$ cat src/rtl/lcd4_pkg.sv
`timescale 1ns / 1ps
`default_nettype none

package lcd4_pkg;

    localparam int ADDR_W = 5;
    localparam int DATA_W = 32;

    // request codes carried on func
    typedef enum logic [2:0] {
        FUNC_TICK   = 3'd0,
        FUNC_CMD    = 3'd1,
        FUNC_DATA   = 3'd2,
        FUNC_CURSOR = 3'd3,
        FUNC_CLEAR  = 3'd4,
        FUNC_INIT   = 3'd5
    } func_t;

    // register indexes, byte address is 4 * index
    localparam logic [2:0] REG_SHORT_DELAY = 3'd0;
    localparam logic [2:0] REG_LONG_DELAY  = 3'd1;
    localparam logic [2:0] REG_POWER_UP    = 3'd2;
    localparam logic [2:0] REG_INIT_FUNC   = 3'd3;
    localparam logic [2:0] REG_INIT_DISP   = 3'd4;
    localparam logic [2:0] REG_INIT_ENTRY  = 3'd5;

    localparam logic [15:0] RST_SHORT_DELAY = 16'd100;
    localparam logic [15:0] RST_LONG_DELAY  = 16'd2000;
    localparam logic [15:0] RST_POWER_UP    = 16'd15000;
    localparam logic [7:0]  RST_INIT_FUNC   = 8'h28;
    localparam logic [7:0]  RST_INIT_DISP   = 8'h0C;
    localparam logic [7:0]  RST_INIT_ENTRY  = 8'h06;

    localparam logic [7:0] CMD_CLEAR     = 8'h01;
    localparam logic [7:0] CMD_SET_DDRAM = 8'h80;
    localparam logic [7:0] ROW_OFFSET    = 8'h40;
    localparam logic [3:0] NIB_WAKE      = 4'h3;
    localparam logic [3:0] NIB_4BIT      = 4'h2;

    // init sequence steps
    localparam logic [3:0] STEP_NONE     = 4'd0;
    localparam logic [3:0] STEP_FIRST    = 4'd1;
    localparam logic [3:0] STEP_LAST_NIB = 4'd4;
    localparam logic [3:0] STEP_FUNC     = 4'd5;
    localparam logic [3:0] STEP_DISP     = 4'd6;
    localparam logic [3:0] STEP_ENTRY    = 4'd7;
    localparam logic [3:0] STEP_CLEAR    = 4'd8;

    typedef enum logic [3:0] {
        PH_IDLE     = 4'd0,
        PH_PWR_WAIT = 4'd1,
        PH_NIB_EN   = 4'd2,
        PH_NIB_FALL = 4'd3,
        PH_HI_EN    = 4'd4,
        PH_HI_FALL  = 4'd5,
        PH_LO_EN    = 4'd6,
        PH_LO_FALL  = 4'd7,
        PH_WAIT_S   = 4'd8,
        PH_WAIT_L   = 4'd9
    } phase_t;

    typedef struct packed {
        logic [15:0] short_delay_ticks;
        logic [15:0] long_delay_ticks;
        logic [15:0] power_up_ticks;
        logic [7:0]  init_function_word;
        logic [7:0]  init_display_word;
        logic [7:0]  init_entry_word;
    } cfg_t;

    typedef struct packed {
        logic [2:0] func;
        logic [7:0] value;
        logic [5:0] col;
        logic       row;
    } req_t;

    typedef struct packed {
        logic       rs;
        logic       en;
        logic [3:0] nibble;
        logic       busy_res;
        logic       refused;
    } res_t;

endpackage

`default_nettype wire

$ cat src/rtl/lcd4_cfg_regs.sv
`timescale 1ns / 1ps
`default_nettype none

module lcd4_cfg_regs (
    input  wire logic                         aclk,
    input  wire logic                         aresetn,
    input  wire logic                         psel,
    input  wire logic                         penable,
    input  wire logic                         pwrite,
    input  wire logic [lcd4_pkg::ADDR_W-1:0]  paddr,
    input  wire logic [lcd4_pkg::DATA_W-1:0]  pwdata,
    output logic      [lcd4_pkg::DATA_W-1:0]  prdata,
    output logic                              pready,
    output lcd4_pkg::cfg_t                    cfg
);
    import lcd4_pkg::*;

    cfg_t       cfg_reg;
    logic [2:0] reg_idx;
    logic       wr_en;

    assign reg_idx = paddr[ADDR_W-1:2];
    assign wr_en   = psel && penable && pwrite;
    assign pready  = 1'b1;
    assign cfg     = cfg_reg;

    always_ff @(posedge aclk) begin
        if (!aresetn) begin
            cfg_reg.short_delay_ticks  <= RST_SHORT_DELAY;
            cfg_reg.long_delay_ticks   <= RST_LONG_DELAY;
            cfg_reg.power_up_ticks     <= RST_POWER_UP;
            cfg_reg.init_function_word <= RST_INIT_FUNC;
            cfg_reg.init_display_word  <= RST_INIT_DISP;
            cfg_reg.init_entry_word    <= RST_INIT_ENTRY;
        end else if (wr_en) begin
            unique case (reg_idx)
                REG_SHORT_DELAY: cfg_reg.short_delay_ticks  <= pwdata[15:0];
                REG_LONG_DELAY:  cfg_reg.long_delay_ticks   <= pwdata[15:0];
                REG_POWER_UP:    cfg_reg.power_up_ticks     <= pwdata[15:0];
                REG_INIT_FUNC:   cfg_reg.init_function_word <= pwdata[7:0];
                REG_INIT_DISP:   cfg_reg.init_display_word  <= pwdata[7:0];
                REG_INIT_ENTRY:  cfg_reg.init_entry_word    <= pwdata[7:0];
                default: ;
            endcase
        end
    end

    always_comb begin
        prdata = '0;
        unique case (reg_idx)
            REG_SHORT_DELAY: prdata = {16'd0, cfg_reg.short_delay_ticks};
            REG_LONG_DELAY:  prdata = {16'd0, cfg_reg.long_delay_ticks};
            REG_POWER_UP:    prdata = {16'd0, cfg_reg.power_up_ticks};
            REG_INIT_FUNC:   prdata = {24'd0, cfg_reg.init_function_word};
            REG_INIT_DISP:   prdata = {24'd0, cfg_reg.init_display_word};
            REG_INIT_ENTRY:  prdata = {24'd0, cfg_reg.init_entry_word};
            default:         prdata = '0;
        endcase
    end

endmodule

`default_nettype wire

$ cat src/rtl/lcd4_seq.sv
`timescale 1ns / 1ps
`default_nettype none

module lcd4_seq (
    input  wire logic             aclk,
    input  wire logic             aresetn,
    input  wire lcd4_pkg::cfg_t   cfg,
    input  wire logic             step_en,
    input  wire lcd4_pkg::req_t   req,
    output lcd4_pkg::res_t        res
);
    import lcd4_pkg::*;

    phase_t      phase_reg, phase_next;
    logic [15:0] wait_count_reg, wait_count_next;
    logic [7:0]  byte_hold_reg, byte_hold_next;
    logic [3:0]  init_step_reg, init_step_next;
    logic        rs_reg, rs_next;
    logic        en_reg, en_next;
    logic [3:0]  nib_reg, nib_next;
    logic        clear_pending_reg, clear_pending_next;
    logic        refused;

    logic        is_req;
    logic        wait_done;
    logic [15:0] wait_dec;
    logic [7:0]  cursor_byte;

    // what follows a finished byte or nibble
    logic        na_in_init;
    logic [3:0]  na_step;
    logic [7:0]  na_byte;

    assign is_req      = (req.func >= FUNC_CMD) && (req.func <= FUNC_INIT);
    assign wait_done   = (wait_count_reg <= 16'd1);
    assign wait_dec    = wait_done ? 16'd0 : wait_count_reg - 16'd1;
    assign cursor_byte = ({2'b00, req.col} + (req.row ? ROW_OFFSET : 8'd0)) | CMD_SET_DDRAM;
    assign na_in_init  = (init_step_reg >= STEP_FIRST) && (init_step_reg <= STEP_ENTRY);
    assign na_step     = init_step_reg + 4'd1;

    always_comb begin
        case (na_step)
            STEP_FUNC:  na_byte = cfg.init_function_word;
            STEP_DISP:  na_byte = cfg.init_display_word;
            STEP_ENTRY: na_byte = cfg.init_entry_word;
            default:    na_byte = CMD_CLEAR;
        endcase
    end

    // next state
    always_comb begin
        phase_next         = phase_reg;
        wait_count_next    = wait_count_reg;
        byte_hold_next     = byte_hold_reg;
        init_step_next     = init_step_reg;
        rs_next            = rs_reg;
        en_next            = en_reg;
        nib_next           = nib_reg;
        clear_pending_next = clear_pending_reg;
        refused            = 1'b0;

        if (is_req && phase_reg == PH_IDLE) begin
            // byte requests raise EN with the high nibble right away
            init_step_next     = STEP_NONE;
            clear_pending_next = 1'b0;
            rs_next            = 1'b0;
            en_next            = 1'b1;
            phase_next         = PH_HI_FALL;
            unique case (func_t'(req.func))
                FUNC_CMD: begin
                    byte_hold_next = req.value;
                    nib_next       = req.value[7:4];
                end
                FUNC_DATA: begin
                    byte_hold_next = req.value;
                    nib_next       = req.value[7:4];
                    rs_next        = 1'b1;
                end
                FUNC_CURSOR: begin
                    byte_hold_next = cursor_byte;
                    nib_next       = cursor_byte[7:4];
                end
                FUNC_CLEAR: begin
                    byte_hold_next     = CMD_CLEAR;
                    nib_next           = CMD_CLEAR[7:4];
                    clear_pending_next = 1'b1;
                end
                default: begin
                    en_next         = 1'b0;
                    init_step_next  = STEP_FIRST;
                    wait_count_next = cfg.power_up_ticks;
                    phase_next      = PH_PWR_WAIT;
                end
            endcase
        end else begin
            refused = is_req;
            unique case (phase_reg)
                PH_PWR_WAIT: begin
                    wait_count_next = wait_dec;
                    if (wait_done) phase_next = PH_NIB_EN;
                end
                PH_NIB_EN: begin
                    en_next    = 1'b1;
                    nib_next   = (init_step_reg == STEP_LAST_NIB) ? NIB_4BIT : NIB_WAKE;
                    phase_next = PH_NIB_FALL;
                end
                PH_NIB_FALL, PH_LO_FALL: begin
                    en_next         = 1'b0;
                    wait_count_next = cfg.short_delay_ticks;
                    phase_next      = PH_WAIT_S;
                end
                PH_HI_EN: begin
                    en_next    = 1'b1;
                    nib_next   = byte_hold_reg[7:4];
                    phase_next = PH_HI_FALL;
                end
                PH_HI_FALL: begin
                    en_next    = 1'b0;
                    phase_next = PH_LO_EN;
                end
                PH_LO_EN: begin
                    en_next    = 1'b1;
                    nib_next   = byte_hold_reg[3:0];
                    phase_next = PH_LO_FALL;
                end
                PH_WAIT_S, PH_WAIT_L: begin
                    wait_count_next = wait_dec;
                    if (wait_done) begin
                        if (phase_reg == PH_WAIT_S && clear_pending_reg) begin
                            wait_count_next = cfg.long_delay_ticks;
                            phase_next      = PH_WAIT_L;
                        end else begin
                            clear_pending_next = 1'b0;
                            if (na_in_init) begin
                                init_step_next = na_step;
                                if (na_step <= STEP_LAST_NIB) begin
                                    phase_next = PH_NIB_EN;
                                end else begin
                                    byte_hold_next     = na_byte;
                                    clear_pending_next = (na_step == STEP_CLEAR);
                                    rs_next            = 1'b0;
                                    phase_next         = PH_HI_EN;
                                end
                            end else begin
                                init_step_next = STEP_NONE;
                                phase_next     = PH_IDLE;
                            end
                        end
                    end
                end
                default: phase_next = PH_IDLE;
            endcase
        end
    end

    // result word, pin levels after this step
    always_comb begin
        res.rs       = rs_next;
        res.en       = en_next;
        res.nibble   = nib_next;
        res.busy_res = (phase_next != PH_IDLE);
        res.refused  = refused;
    end

    always_ff @(posedge aclk) begin
        if (!aresetn) begin
            phase_reg         <= PH_IDLE;
            wait_count_reg    <= '0;
            byte_hold_reg     <= '0;
            init_step_reg     <= STEP_NONE;
            rs_reg            <= 1'b0;
            en_reg            <= 1'b0;
            nib_reg           <= '0;
            clear_pending_reg <= 1'b0;
        end else if (step_en) begin
            phase_reg         <= phase_next;
            wait_count_reg    <= wait_count_next;
            byte_hold_reg     <= byte_hold_next;
            init_step_reg     <= init_step_next;
            rs_reg            <= rs_next;
            en_reg            <= en_next;
            nib_reg           <= nib_next;
            clear_pending_reg <= clear_pending_next;
        end
    end

endmodule

`default_nettype wire

$ cat src/rtl/char_lcd_4bit_interface_unit.sv
`timescale 1ns / 1ps
`default_nettype none

// Character LCD pin sequencer for a 4-bit HD44780-style bus. Every input word
// (a tick or a request) advances the sequencer by one step and yields one
// result word with the RS, EN and D4..D7 levels, busy and refused flags.
// Requests (command, data, set cursor, clear, init) are taken only when idle;
// a request while busy is dropped and flagged. Delays are counted in input
// words and set through the APB registers, which the user must write only
// while idle; the block does not enforce this. Throughput is one word per
// cycle unless the output stalls: input register, sequencer, result register.
module char_lcd_4bit_interface_unit (
    input  wire logic                         aclk,
    input  wire logic                         aresetn,
    input  wire logic                         s_valid,
    output logic                              s_ready,
    input  wire logic [2:0]                   s_func,
    input  wire logic [7:0]                   s_value,
    input  wire logic [5:0]                   s_col,
    input  wire logic                         s_row,
    output logic                              m_valid,
    input  wire logic                         m_ready,
    output logic                              m_rs,
    output logic                              m_en,
    output logic [3:0]                        m_nibble,
    output logic                              m_busy_res,
    output logic                              m_refused,
    input  wire logic                         psel,
    input  wire logic                         penable,
    input  wire logic                         pwrite,
    input  wire logic [lcd4_pkg::ADDR_W-1:0]  paddr,
    input  wire logic [lcd4_pkg::DATA_W-1:0]  pwdata,
    output logic      [lcd4_pkg::DATA_W-1:0]  prdata,
    output logic                              pready
);
    import lcd4_pkg::*;

    cfg_t cfg;
    req_t in_req_reg;
    logic in_valid_reg;
    res_t step_res;
    res_t out_res_reg;
    logic out_valid_reg;
    logic step_en;

    lcd4_cfg_regs u_cfg (
        .aclk    (aclk),
        .aresetn (aresetn),
        .psel    (psel),
        .penable (penable),
        .pwrite  (pwrite),
        .paddr   (paddr),
        .pwdata  (pwdata),
        .prdata  (prdata),
        .pready  (pready),
        .cfg     (cfg)
    );

    // step when a word is held and the result slot is free or draining
    assign step_en = in_valid_reg && (!out_valid_reg || m_ready);
    assign s_ready = !in_valid_reg || step_en;

    lcd4_seq u_seq (
        .aclk    (aclk),
        .aresetn (aresetn),
        .cfg     (cfg),
        .step_en (step_en),
        .req     (in_req_reg),
        .res     (step_res)
    );

    always_ff @(posedge aclk) begin
        if (!aresetn) begin
            in_valid_reg  <= 1'b0;
            out_valid_reg <= 1'b0;
        end else begin
            if (s_ready) in_valid_reg <= s_valid;
            if (step_en) out_valid_reg <= 1'b1;
            else if (m_ready) out_valid_reg <= 1'b0;
        end
    end

    always_ff @(posedge aclk) begin
        if (s_valid && s_ready) begin
            in_req_reg.func  <= s_func;
            in_req_reg.value <= s_value;
            in_req_reg.col   <= s_col;
            in_req_reg.row   <= s_row;
        end
        if (step_en) out_res_reg <= step_res;
    end

    assign m_valid    = out_valid_reg;
    assign m_rs       = out_res_reg.rs;
    assign m_en       = out_res_reg.en;
    assign m_nibble   = out_res_reg.nibble;
    assign m_busy_res = out_res_reg.busy_res;
    assign m_refused  = out_res_reg.refused;

endmodule

`default_nettype wire

$ cat config.mk
export PLATFORM = sky130hd
export DESIGN_NAME = char_lcd_4bit_interface_unit
export DESIGN_NICKNAME = d
export VERILOG_FILES = /design/src/rtl/lcd4_pkg.sv /design/src/rtl/lcd4_cfg_regs.sv /design/src/rtl/lcd4_seq.sv /design/src/rtl/char_lcd_4bit_interface_unit.sv
export SDC_FILE = /design/constraint.sdc
export NUM_CORES = 1
export LEC_CHECK = 0
export ABC_AREA = 1
export BUFFER_PORTS_ARGS = -buffer_cell sky130_fd_sc_hd__buf_2
export CORE_MARGIN = 1.5
export CORE_UTILIZATION = 50
export DETAILED_ROUTE_END_ITERATION = 8
export GPL_TIMING_DRIVEN = 0
export PLACE_DENSITY_LB_ADDON = 0.15
export SLEW_MARGIN = 15
export SYNTH_ARGS = -nofsm -noshare
export SYNTH_HDL_FRONTEND = slang
export SYNTH_SLANG_ARGS = --single-unit
$ cat constraint.sdc
create_clock -name aclk -period 1.95 [get_ports aclk]
set_clock_uncertainty 0.2 [all_clocks]
set_input_delay 0.195 -clock aclk [delete_from_list [all_inputs] [get_ports aclk]]
set_output_delay 0.195 -clock aclk [all_outputs]
set_load 0.01 [all_outputs]
Yosys cells after proc, flatten, opt, wreduce, memory -nomap -nowiden
Index checks and enable logic that the tools add are counted.
{"block": "totals", "regBits": 139, "latch_bits": 0, "ramBits": 0, "rom_bits": 0, "in_bits": 62, "output_inout_bits": 43, "elab_cells": 149, "memories": 0}
{"block": "op_classes", "addsub": 3, "multipliers": 0, "n_div": 0, "magnitude_cmp": 6, "eq_ne": 27, "n_shift": 0, "n_mux": 53, "bitwise": 0, "reduce_logical": 35}
{"op": "$pmux W16 S6", "count": 1}
{"op": "$mux W16", "count": 5}
{"op": "$mux W8", "count": 6}
{"op": "$pmux W16 S3", "count": 1}
{"op": "$pmux W8 S3", "count": 2}
{"op": "$mux W4", "count": 10}
{"op": "$eq A4 B3 Y1 const B", "count": 8}
{"op": "$pmux W4 S7", "count": 1}
{"op": "$pmux W4 S3", "count": 2}
{"op": "$mux W1", "count": 20}
{"op": "$le A16 B1 Y1 const B", "count": 1}
{"op": "$sub A16 B1 Y16 const B", "count": 1}
{"op": "$eq A3 B2 Y1 const B", "count": 4}
{"op": "$eq A4 B4 Y1 const B", "count": 3}
{"op": "$reduce_and A2 Y1", "count": 6}
{"op": "$eq A3 B3 Y1 const B", "count": 3}
{"op": "$mux W3", "count": 3}
{"op": "$eq A4 B2 Y1 const B", "count": 2}
{"op": "$le A4 B3 Y1 const B", "count": 2}
{"op": "$logic_and A1 B1 Y1", "count": 8}
{"op": "$reduce_bool A2 Y1", "count": 4}
{"op": "$reduce_bool A4 Y1", "count": 2}
{"op": "$add A6 B7 Y7", "count": 1}
{"op": "$mux W7", "count": 1}
{"op": "20 further kinds", "count": 27}

Depth between registers and ports, before layout
Gate-level depths: netlist of run 1.
{"block": "logic_depth", "word_depth": 9, "mapped_depth": 16, "ltp_nobuf": 15}

Modules after synthesis
A second synthesis of run 1 with hierarchy kept.
{"block": "hier_totals", "hier_cells": 1275, "area_unflattened_um2": 8267.9}
{"module": "lcd4_seq", "instances": 1, "cells_each": 677, "area_each_um2": 3749.8, "seq_area_each_um2": 780.7}
{"module": "lcd4_cfg_regs", "instances": 1, "cells_each": 559, "area_each_um2": 3642.2, "seq_area_each_um2": 1441.4}
{"module": "char_lcd_4bit_interface_unit", "instances": 1, "cells_each": 39, "area_each_um2": 875.8, "seq_area_each_um2": 820.8}

Worst setup path before layout of run 1
Ideal clock, no wire load.
{"block": "synth_timing", "path_type": "flip-flop to flip-flop", "from": "register u_seq.wait_count_reg[0]", "to": "register out_res_reg (netlist bit m_busy_res), data pin", "setup_time_ns": 0.260, "t_arrival_ns": 1.612, "required_time_ns": 1.490, "setup_slack_ns": -0.122, "path_stages_with_launch": 14, "path_buffers": 1, "synth_period_minus_slack_ns": 2.072, "cell_sequence": "dfxtp_1 > inv_1 > ha_1 > inv_1 > nand2_1 > nand2_1 > nor2_1 > nand2_2 > buf_1 > nand2_1 > o211ai_1 > nand3_1 > nor2_1 > nand3_1"}
{"element": "start, declared", "line_no": "lcd4_seq.sv:15", "text": "logic [15:0] wait_count_reg, wait_count_next;"}
{"element": "start signal, assigned", "line_no": "lcd4_seq.sv:177", "text": "wait_count_reg <= wait_count_next;"}
{"element": "end signal, assigned", "line_no": "char_lcd_4bit_interface_unit.sv:90", "text": "if (step_en) out_res_reg <= step_res;"}
{"element": "end, declared", "line_no": "char_lcd_4bit_interface_unit.sv:42", "text": "res_t out_res_reg;"}

Final worst setup path of run 1
{"block": "layout_timing", "from": "register in_req_reg[15] (netlist name)", "to": "register u_seq.byte_hold_reg[7]"}
{"block": "layout_via", "elab_chain_len": 5, "word_cells_on_any_way": 18, "cone_classes": "order compare: 2; eq/ne: 7; mux: 2; reduce/logical: 7"}
{"element": "start, declared", "line_no": "char_lcd_4bit_interface_unit.sv:39", "text": "req_t in_req_reg;"}
{"element": "$ge A3 B1 Y1 or $le A3 B3 Y1 (tied branches)", "line_no": "lcd4_seq.sv:34", "text": "assign is_req = (req.func >= FUNC_CMD) && (req.func <= FUNC_INIT);"}
{"element": "$logic_and A1 B1 Y1", "line_no": "lcd4_seq.sv:34"}
{"element": "$logic_and A1 B1 Y1", "line_no": "lcd4_seq.sv:62", "text": "if (is_req && phase_reg == PH_IDLE) begin"}
{"element": "$ne A4 B4 Y1 (no line), or another cell as far along"}
{"element": "$reduce_and A7 Y1 (no line)"}
{"element": "end signal, assigned", "line_no": "lcd4_seq.sv:178", "text": "byte_hold_reg <= byte_hold_next;"}
{"element": "end, declared", "line_no": "lcd4_seq.sv:16", "text": "logic [7:0] byte_hold_reg, byte_hold_next;"}
Several ways; a longest one is shown, not always the timed one.
A chain may end at the register's enable or synchronous reset.

==> results by group, run 1 <==
Synthesis
  – Mapped Avg Cell Area: roughly 6.9 um^2
  – Top cells by count, synth: nand2_1 (255), nor2_1 (171), dfxtp_1 (113)
  – Cell taking the most area after synthesis: dfxtp_1
  – Synthesized area: 7470 um^2
  – Synth warn: 0
  – Post-synth EDFFs: 26
  – Synth top area share: 30.3%
  – Unique masters post-synth: 46
  – Most used DFF post-synth: dfxtp_1
  – Synth top area cells: dfxtp_1 (30%), nand2_1 (13%), edfxtp_1 (10%), nor2_1 (8.6%), o21ai_0 (5.5%)
  – Seq/Total Area, Yosys: approximately 41%
  – Most frequent cell after synthesis: nand2_1
  – FFs w/ async S/R, synth: 0%
  – Seq cells post-synth: 139
  – Gate Count Post-Synth: 1,083

Clocking
  – Clock transition at path regs: 60 ps
  – Clk root buf: clkbuf_16
  – Max Root-Sink Buffers: 2
  – CTS Buf Count: 17
  – CTS tree: done
  – Clock latency on the worst-skew pair: 440 ps
  – H-tree lvl count: 4
  – Sinks on Clock Net: ~140

Layout
  – Layout area overhead: 31.3%
  – Number of flip-flops under the largest register name: 72
  – Final instance area: 9810 um^2
  – # diodes: 0
  – Layout cells sized above 1: between 20% and 30%
  – Layout fillers: between 1k and 1.5k
  – Nets: 1,321
  – Fin util: 67.5%

Floorplan
  – Die width: 125 um
  – Die H: about 130 um
  – FP Rows: 44
  – Core area: 14,500 um^2
  – Die area: 15,700 um^2
  – Initial Util: 51.4%
  – Ports: about 110

Place
  – Final Wtd Congestion: slightly below 0.9
  – Detailed placer's ending HPWL: 16,500 um
  – IO buf count: between 60 and 70
  – Placement Cell Area: between 8000 and 9000 um^2

Status
  – Failing checks: negative setup slack
  – Outcome: finished with violations

STA
  – RSZ-0062 raised after global routing: true
  – Post-layout min period: around 2100 ps
  – Tightest Pin Transition: around 750 ps
  – Final count of negative-setup-slack endpoints: 32
  – Tcrit/Tclk final: 109%
  – Slew Limit Fails: 0
  – Final-report hold violation count: 0
  – Post-route setup slack: -177 ps
  – Fmax: 0.470 GHz
  – Slew headroom: 50.0%

Critical path
  – Critical Path Max Stage Delay: between 400 and 500 ps
  – Worst path slowest cell: edfxtp_1
  – CP endpoint kind: register
  – CP Launch Type: register
  – Worst EP arrival: roughly 2300 ps
  – Kind of critical path: reg -> reg
  – Critical path cell sequence: nor2_4 -> nand2_2 -> nand3_2 -> inv_1 -> nand2_2 -> nand2_4 -> nor2_8 -> buf_8 -> nand2_4 -> a21oi_2 -> nor2_1
  – Bufs and invs on worst path: 2
  – CP delay by family, top: simple AND/OR/NAND/NOR gates
  – CP max FO: 7
  – Worst path required time: 2090 ps

Power
  – PD cells: about 900 nW/um^2
  – Leakage power figure: around 0.0045 uW
  – Int Power: a little under 6000 uW
  – Max rail drop VDD: about 0.00048 V
  – Net Sw Power: 3060 uW
  – Comb pwr share: 30.9%
  – Clock share of power: 33.8%
  – Net Sw Frac: 34.0%
  – Sequential share of power: 35.3%

Drt
  – Final WL: roughly 24,000 um
  – Drt pass-1 iters: 5
  – Avg Vias per Cell: around 5.6
  – # DRC: 0
  – DRT antenna net count: 0
  – Mean routed wirelength per cell: between 15 and 20 um
  – Detailed Route Iter0 Violations: 911
  – Via count: 8,052

Worst hold path
  – Hold crit path type: in -> reg

Job
  – Max-cap violations: 0

Global routing
  – First-pass GRT wire length: roughly 37,000 um
  – Tot GR Track Use: 29.9%
  – Vias in the first global route: 7,037
  – Gr ovfl total: 0
  – Initial antenna violation count: 0
  – Largest net degree at the start of global routing: 19
[worst register-to-register path, stage by stage, from the launching register on]
cell and delay, ps:
edfxtp_1 450, nor2_4 190, nand2_2 150, nand3_2 160, inv_1 90, nand2_2 140, nand2_4 90, nor2_8 190
buf_8 150, nand2_4 50, a21oi_2 100, nor2_1 50
[stage by stage]
| stage | std cells | setup TNS (ps) | setup WS [ps] | hold slack (ps) | power [uW] |
|---|---|---|---|---|---|
| 2_1_floorplan | 1098 | -33.0 | -33.0 | 93.9 | 4670 |
| 3_3_place_gp | 1350 | -14960 | -297 | 172 | 5190 |
| 3_5_place_dp | 1350 | -16060 | -340 | 173 | 5210 |
| 4_1_cts | 1438 | -1860 | -111 | 75.0 | 8540 |
| 5_1_grt | 1446 | -7180 | -280 | 118 | 9350 |
| 6_report | 1446 | -3390 | -177 | 70.4 | 8980 |
[logic make-up (layout without fill, tap and decap cells)]
group           Yosys count  after routing  synth area share (%)
compound gates          226            226                  17.0
other cells               2             17                 0.101
buf+inv                 163            327                  9.43
fa+ha+maj                 9              9                  1.51
flops                   139            139                  40.8
simple gates            538            538                  30.4
xor+xnor                  6              6                 0.804
[routing by layer]
layer  up-vias  track usage [%]  part of all wire (%)
met5         -                0                     0
met4         0             10.9                   2.5
met3        61             5.43                   7.9
met2       376             45.6                    46
met1      3752             42.6                    44
li1       3863                -                     -
[power groups by stage]
stage	registers [uW]	clock network (uW)	logic, uW
after floorplan	3190	0	1480
after detailed placement	3210	0	2010
after global routing	3180	3130	3030
after CTS	3160	3010	2370
final	3170	3030	2780
after global placement	3210	0	1980
[layout by cell type, fill, tap and decap left out, drive strengths merged, types with 26 or more instances in the layout]
master,Yosys,routed
buf,32,129
inv,102,102
nand2,263,263
clkbuf,27,48
dfxtp,113,113
o21ai,97,97
nor2,177,177
dlygate4sd3,0,37
a21oi,80,80
nand3,82,82
edfxtp,26,26
[path summary, 6_finish.rpt]
check	cells past startpoint	slack, ps	to	startpoint
setup / recovery	11	-180	u_seq.byte_hold_reg[7]	in_req_reg[15]
hold reg to reg	2	280	u_seq.byte_hold_reg[0]	u_seq.byte_hold_reg[0]
hold / removal	5	70	u_seq.phase_reg[2]	aresetn
setup reg to reg	11	-180	u_seq.byte_hold_reg[7]	in_req_reg[15]
[area by class of cell]
| cell class | instances | area (um^2) | area share (%) |
|---|---|---|---|
| buffer | 59 | 395 | 4.03 |
| clock buffer | 22 | 464 | 4.73 |
| inverter | 104 | 400 | 4.08 |
| multi-input combinational | 796 | 4200 | 42.8 |
| timing repair buffer | 133 | 982 | 10.0 |
| sequential | 139 | 3060 | 31.2 |
| clock inverter | 9 | 72.6 | 0.740 |
| tap | 184 | 230 | 2.35 |
[timing repair]
item | CTS | global route
hold buffers | 37 | 0
gates resized for setup | 80 | 104
pin swaps | 25 | 31
cloned | 3 | 1
endpoints found under the hold margin | 92 | 0
buffers inserted | 17 | 9
endpoints found under the setup margin | 55 | 65
(Power assumes the default switching activity.)
==> run 2, diff against run 1 <==
--- a/config.mk
+++ b/config.mk
@@ -11,7 +11,7 @@
 export CORE_UTILIZATION = 50
 export DETAILED_ROUTE_END_ITERATION = 8
 export GPL_TIMING_DRIVEN = 0
-export PLACE_DENSITY_LB_ADDON = 0.15
+export PLACE_DENSITY = 0.74
 export SLEW_MARGIN = 15
 export SYNTH_ARGS = -nofsm -noshare
 export SYNTH_HDL_FRONTEND = slang
==> results by group, run 2 (synthesis gave the netlist of run 1 again) <==
Job
  – Max-cap violations: 0 (unchanged)

Status
  – Outcome: finished with violations
  – Failing checks: negative setup slack

Layout
  – Finished Layout Cells: 1,448 (+0.14%)
  – Number of flip-flops under the largest register name: 72 (unchanged)
  – Layout fillers: 1,211 (-4.6%)
  – Layout cells sized above 1: 24.1% (+1.1 points)
  – Nets: 1,323 (+0.15%)
  – Final instance area: 9830 um^2 (+0.26%)
  – Most common cell after layout, fill and taps aside: nand2_1
  – Layout area overhead: 31.7%
  – # diodes: 0 (unchanged)
  – Fin util: 67.6% (+0.17 points)
  – Commonest non-fill, non-tap cells in the layout: nand2_1 (222), nor2_1 (154), dfxtp_1 (106)

Power
  – Net Sw Frac: 33.8% (-0.22 points)
  – Sequential share of power: 35.8% (+0.5 points)
  – Power Total: 8840 uW (-1.6%)
  – Leakage power figure: 0.00447 uW (+0.47%)
  – PD cells: 899 nW/um^2 (-1.8%)
  – Int Power: 5850 uW (-1.2%)
  – Max rail drop VDD: 0.000680 V (+42%)
  – Net Sw Power: 2990 uW (-2.2%)
  – Clock share of power: 33.2% (-0.6 points)
  – Comb pwr share: 31.0% (about the same)

Critical path
  – R2r endpoint: u_seq.byte_hold_reg[6]
  – R2r setup slk: -200 ps (-20 ps)
  – CP Launch Type: register
  – Most used cell, CP: nand2_2
  – Worst path required time: 2080 ps (about the same)
  – CP endpoint: u_seq.byte_hold_reg[6]
  – CP startpoint: u_seq.init_step_reg[1]
  – CP max FO: 6 (-1)
  – Critical Path Max Stage Delay: 400 ps (-50 ps)
  – Critical path cell sequence: ha_4 -> xor2_4 -> nand2_2 -> nand2_2 -> nand2_2 -> nand2_2 -> nand2_4 -> nor2_8 -> buf_6 -> nand2_1 -> a21oi_2 -> nor2_1
  – CP delay by family, top: simple AND/OR/NAND/NOR gates
  – CP endpoint kind: register
  – Worst EP arrival: 2280 ps (+20 ps)
  – Number of stages on the worst setup path: 12 (+1)
  – R2r worst-path depth: 12 (+1)
  – Worst R2R Start: u_seq.init_step_reg[1]
  – Kind of critical path: reg -> reg
  – Bufs and invs on worst path: 1 (-1)
  – Worst path slowest cell: dfxtp_2

Global routing
  – First-pass GRT wire length: 37,600 um (+1.0%)
  – Tot GR Track Use: 29.9% (-0.045 points)
  – Vias in the first global route: 7,321 (+4.0%)
  – Gr ovfl total: 0 (unchanged)
  – Largest net degree at the start of global routing: 19 (unchanged)
  – Initial antenna violation count: 0 (unchanged)

STA
  – RSZ-0062 raised after global routing: true
  – Final-report hold violation count: 0 (unchanged)
  – Tightest Pin Transition: 732 ps (-18.6 ps)
  – Fmax: 0.465 GHz (-1.1%)
  – Slew Limit Fails: 0 (unchanged)
  – Final count of negative-setup-slack endpoints: 33 (+3.1%)
  – Post-route setup slack: -200 ps (-23.6 ps)
  – Slew headroom: 51.2% (+1.2 points)
  – Tcrit/Tclk final: 110% (+1.2 points)
  – Post-layout min period: 2150 ps (+23.6 ps)

Drt
  – # DRC: 0 (unchanged)
  – Avg Vias per Cell: 5.58 (+0.27%)
  – Detailed Route Iter0 Violations: 1,012 (+11%)
  – Final WL: 24,400 um (-0.46%)
  – Mean routed wirelength per cell: 16.8 um (-0.60%)
  – Via count: 8,085 (+0.41%)
  – Drt pass-1 iters: 6 (+1)
  – DRT antenna net count: 0 (unchanged)

Floorplan
  – Die H: 125 um (unchanged)
  – Ports: 105 (unchanged)
  – Die width: 125 um (unchanged)
  – Die area: 15,700 um^2 (unchanged)
  – FP Rows: 44 (unchanged)
  – Core area: 14,500 um^2 (unchanged)
  – Initial Util: 51.4% (unchanged)

Clocking
  – Max Root-Sink Buffers: 2 (unchanged)
  – Clock transition at path regs: 60 ps (about the same)
  – Clock latency on the worst-skew pair: 430 ps (about the same)
  – CTS tree: done
  – H-tree lvl count: 4 (unchanged)
  – CTS Buf Count: 17 (unchanged)
  – Clk root buf: clkbuf_16
  – Sinks on Clock Net: 139 (unchanged)

Place
  – Placement Cell Area: 8100 um^2 (unchanged)
  – Placed cells: 1,350 (unchanged)
  – Final Wtd Congestion: 0.916 (+2.9%)
  – IO buf count: 68 (unchanged)
  – Detailed placer's ending HPWL: 16,200 um (-1.3%)

Worst hold path
  – Hold crit path type: in -> reg
## run 2: what timing repair did
item,4_1_cts,5_1_grt
endpoints found under the hold margin,92,0
setup endpoints to repair,56,63
buffers inserted,18,10
gates resized for setup,86,109
hold buffers,37,0
pin swaps,28,35
cloned,2,1
## run 2: metrics by stage
step / hold slack [ps] / setup TNS (ps) / worst slack (ps)
after CTS: 94.1 / -2010 / -116
after detailed placement: 174 / -17200 / -304
final: 100 / -3000 / -200
after global placement: 171 / -13710 / -294
after floorplan: 93.9 / -33.0 / -33.0
after global routing: 134 / -6980 / -291
## run 2: how the worst min path moves through the flow
stage	start	endpoint	depth (start not counted)
finish	aresetn	u_seq.phase_reg[2]	5
global route	aresetn	u_seq.phase_reg[2]	5
CTS	aresetn	u_seq.phase_reg[2]	5
detailed placement	s_value[0]	in_req_reg[7]	1
global placement	s_row	in_req_reg[0]	1
floorplan	s_row	in_req_reg[0]	0
## run 2: worst reg2reg max path, delay by kind of cell, from the launching register on
family / cells / cell delay, ps
adder cells (fa/ha/maj): 1 / 180
flip-flops: 1 / 400
AND/OR/NAND/NOR: 8 / 740
AO/OA/AOI/OAI: 1 / 140
XOR/XNOR: 1 / 250
buffers and inverters: 1 / 130
## run 2: per-layer routing
layer / vias to the layer above / share of wire, % / global-route usage [%] / routed length, um
met2: 434 / 46 / 47.6 / 11100
met5: - / 0 / 0 / 0
met1: 3708 / 43 / 41.1 / 10500
met4: 0 / 2.6 / 10.4 / 638
li1: 3881 / - / - / -
met3: 62 / 8.6 / 5.22 / 2090
## run 2: final cells by class
type | count | area (um^2) | area share, %
Sequential cell | 139 | 3060 | 31.1
Clock inverter | 2 | 10.0 | 0.102
Clock buffer | 29 | 510 | 5.19
Inverter | 104 | 398 | 4.05
Tap cell | 184 | 230 | 2.34
Multi-Input combinational cell | 796 | 4220 | 42.9
Buffer | 58 | 387 | 3.93
Timing Repair Buffer | 136 | 1020 | 10.3
## run 2: power groups by stage
stage | clock, uW | sequential [uW] | combinational, uW
floorplan | 0 | 3190 | 1480
global route | 3060 | 3180 | 2990
CTS | 2910 | 3160 | 2360
detailed placement | 0 | 3210 | 2000
global placement | 0 | 3210 | 1970
finish | 2930 | 3170 | 2740
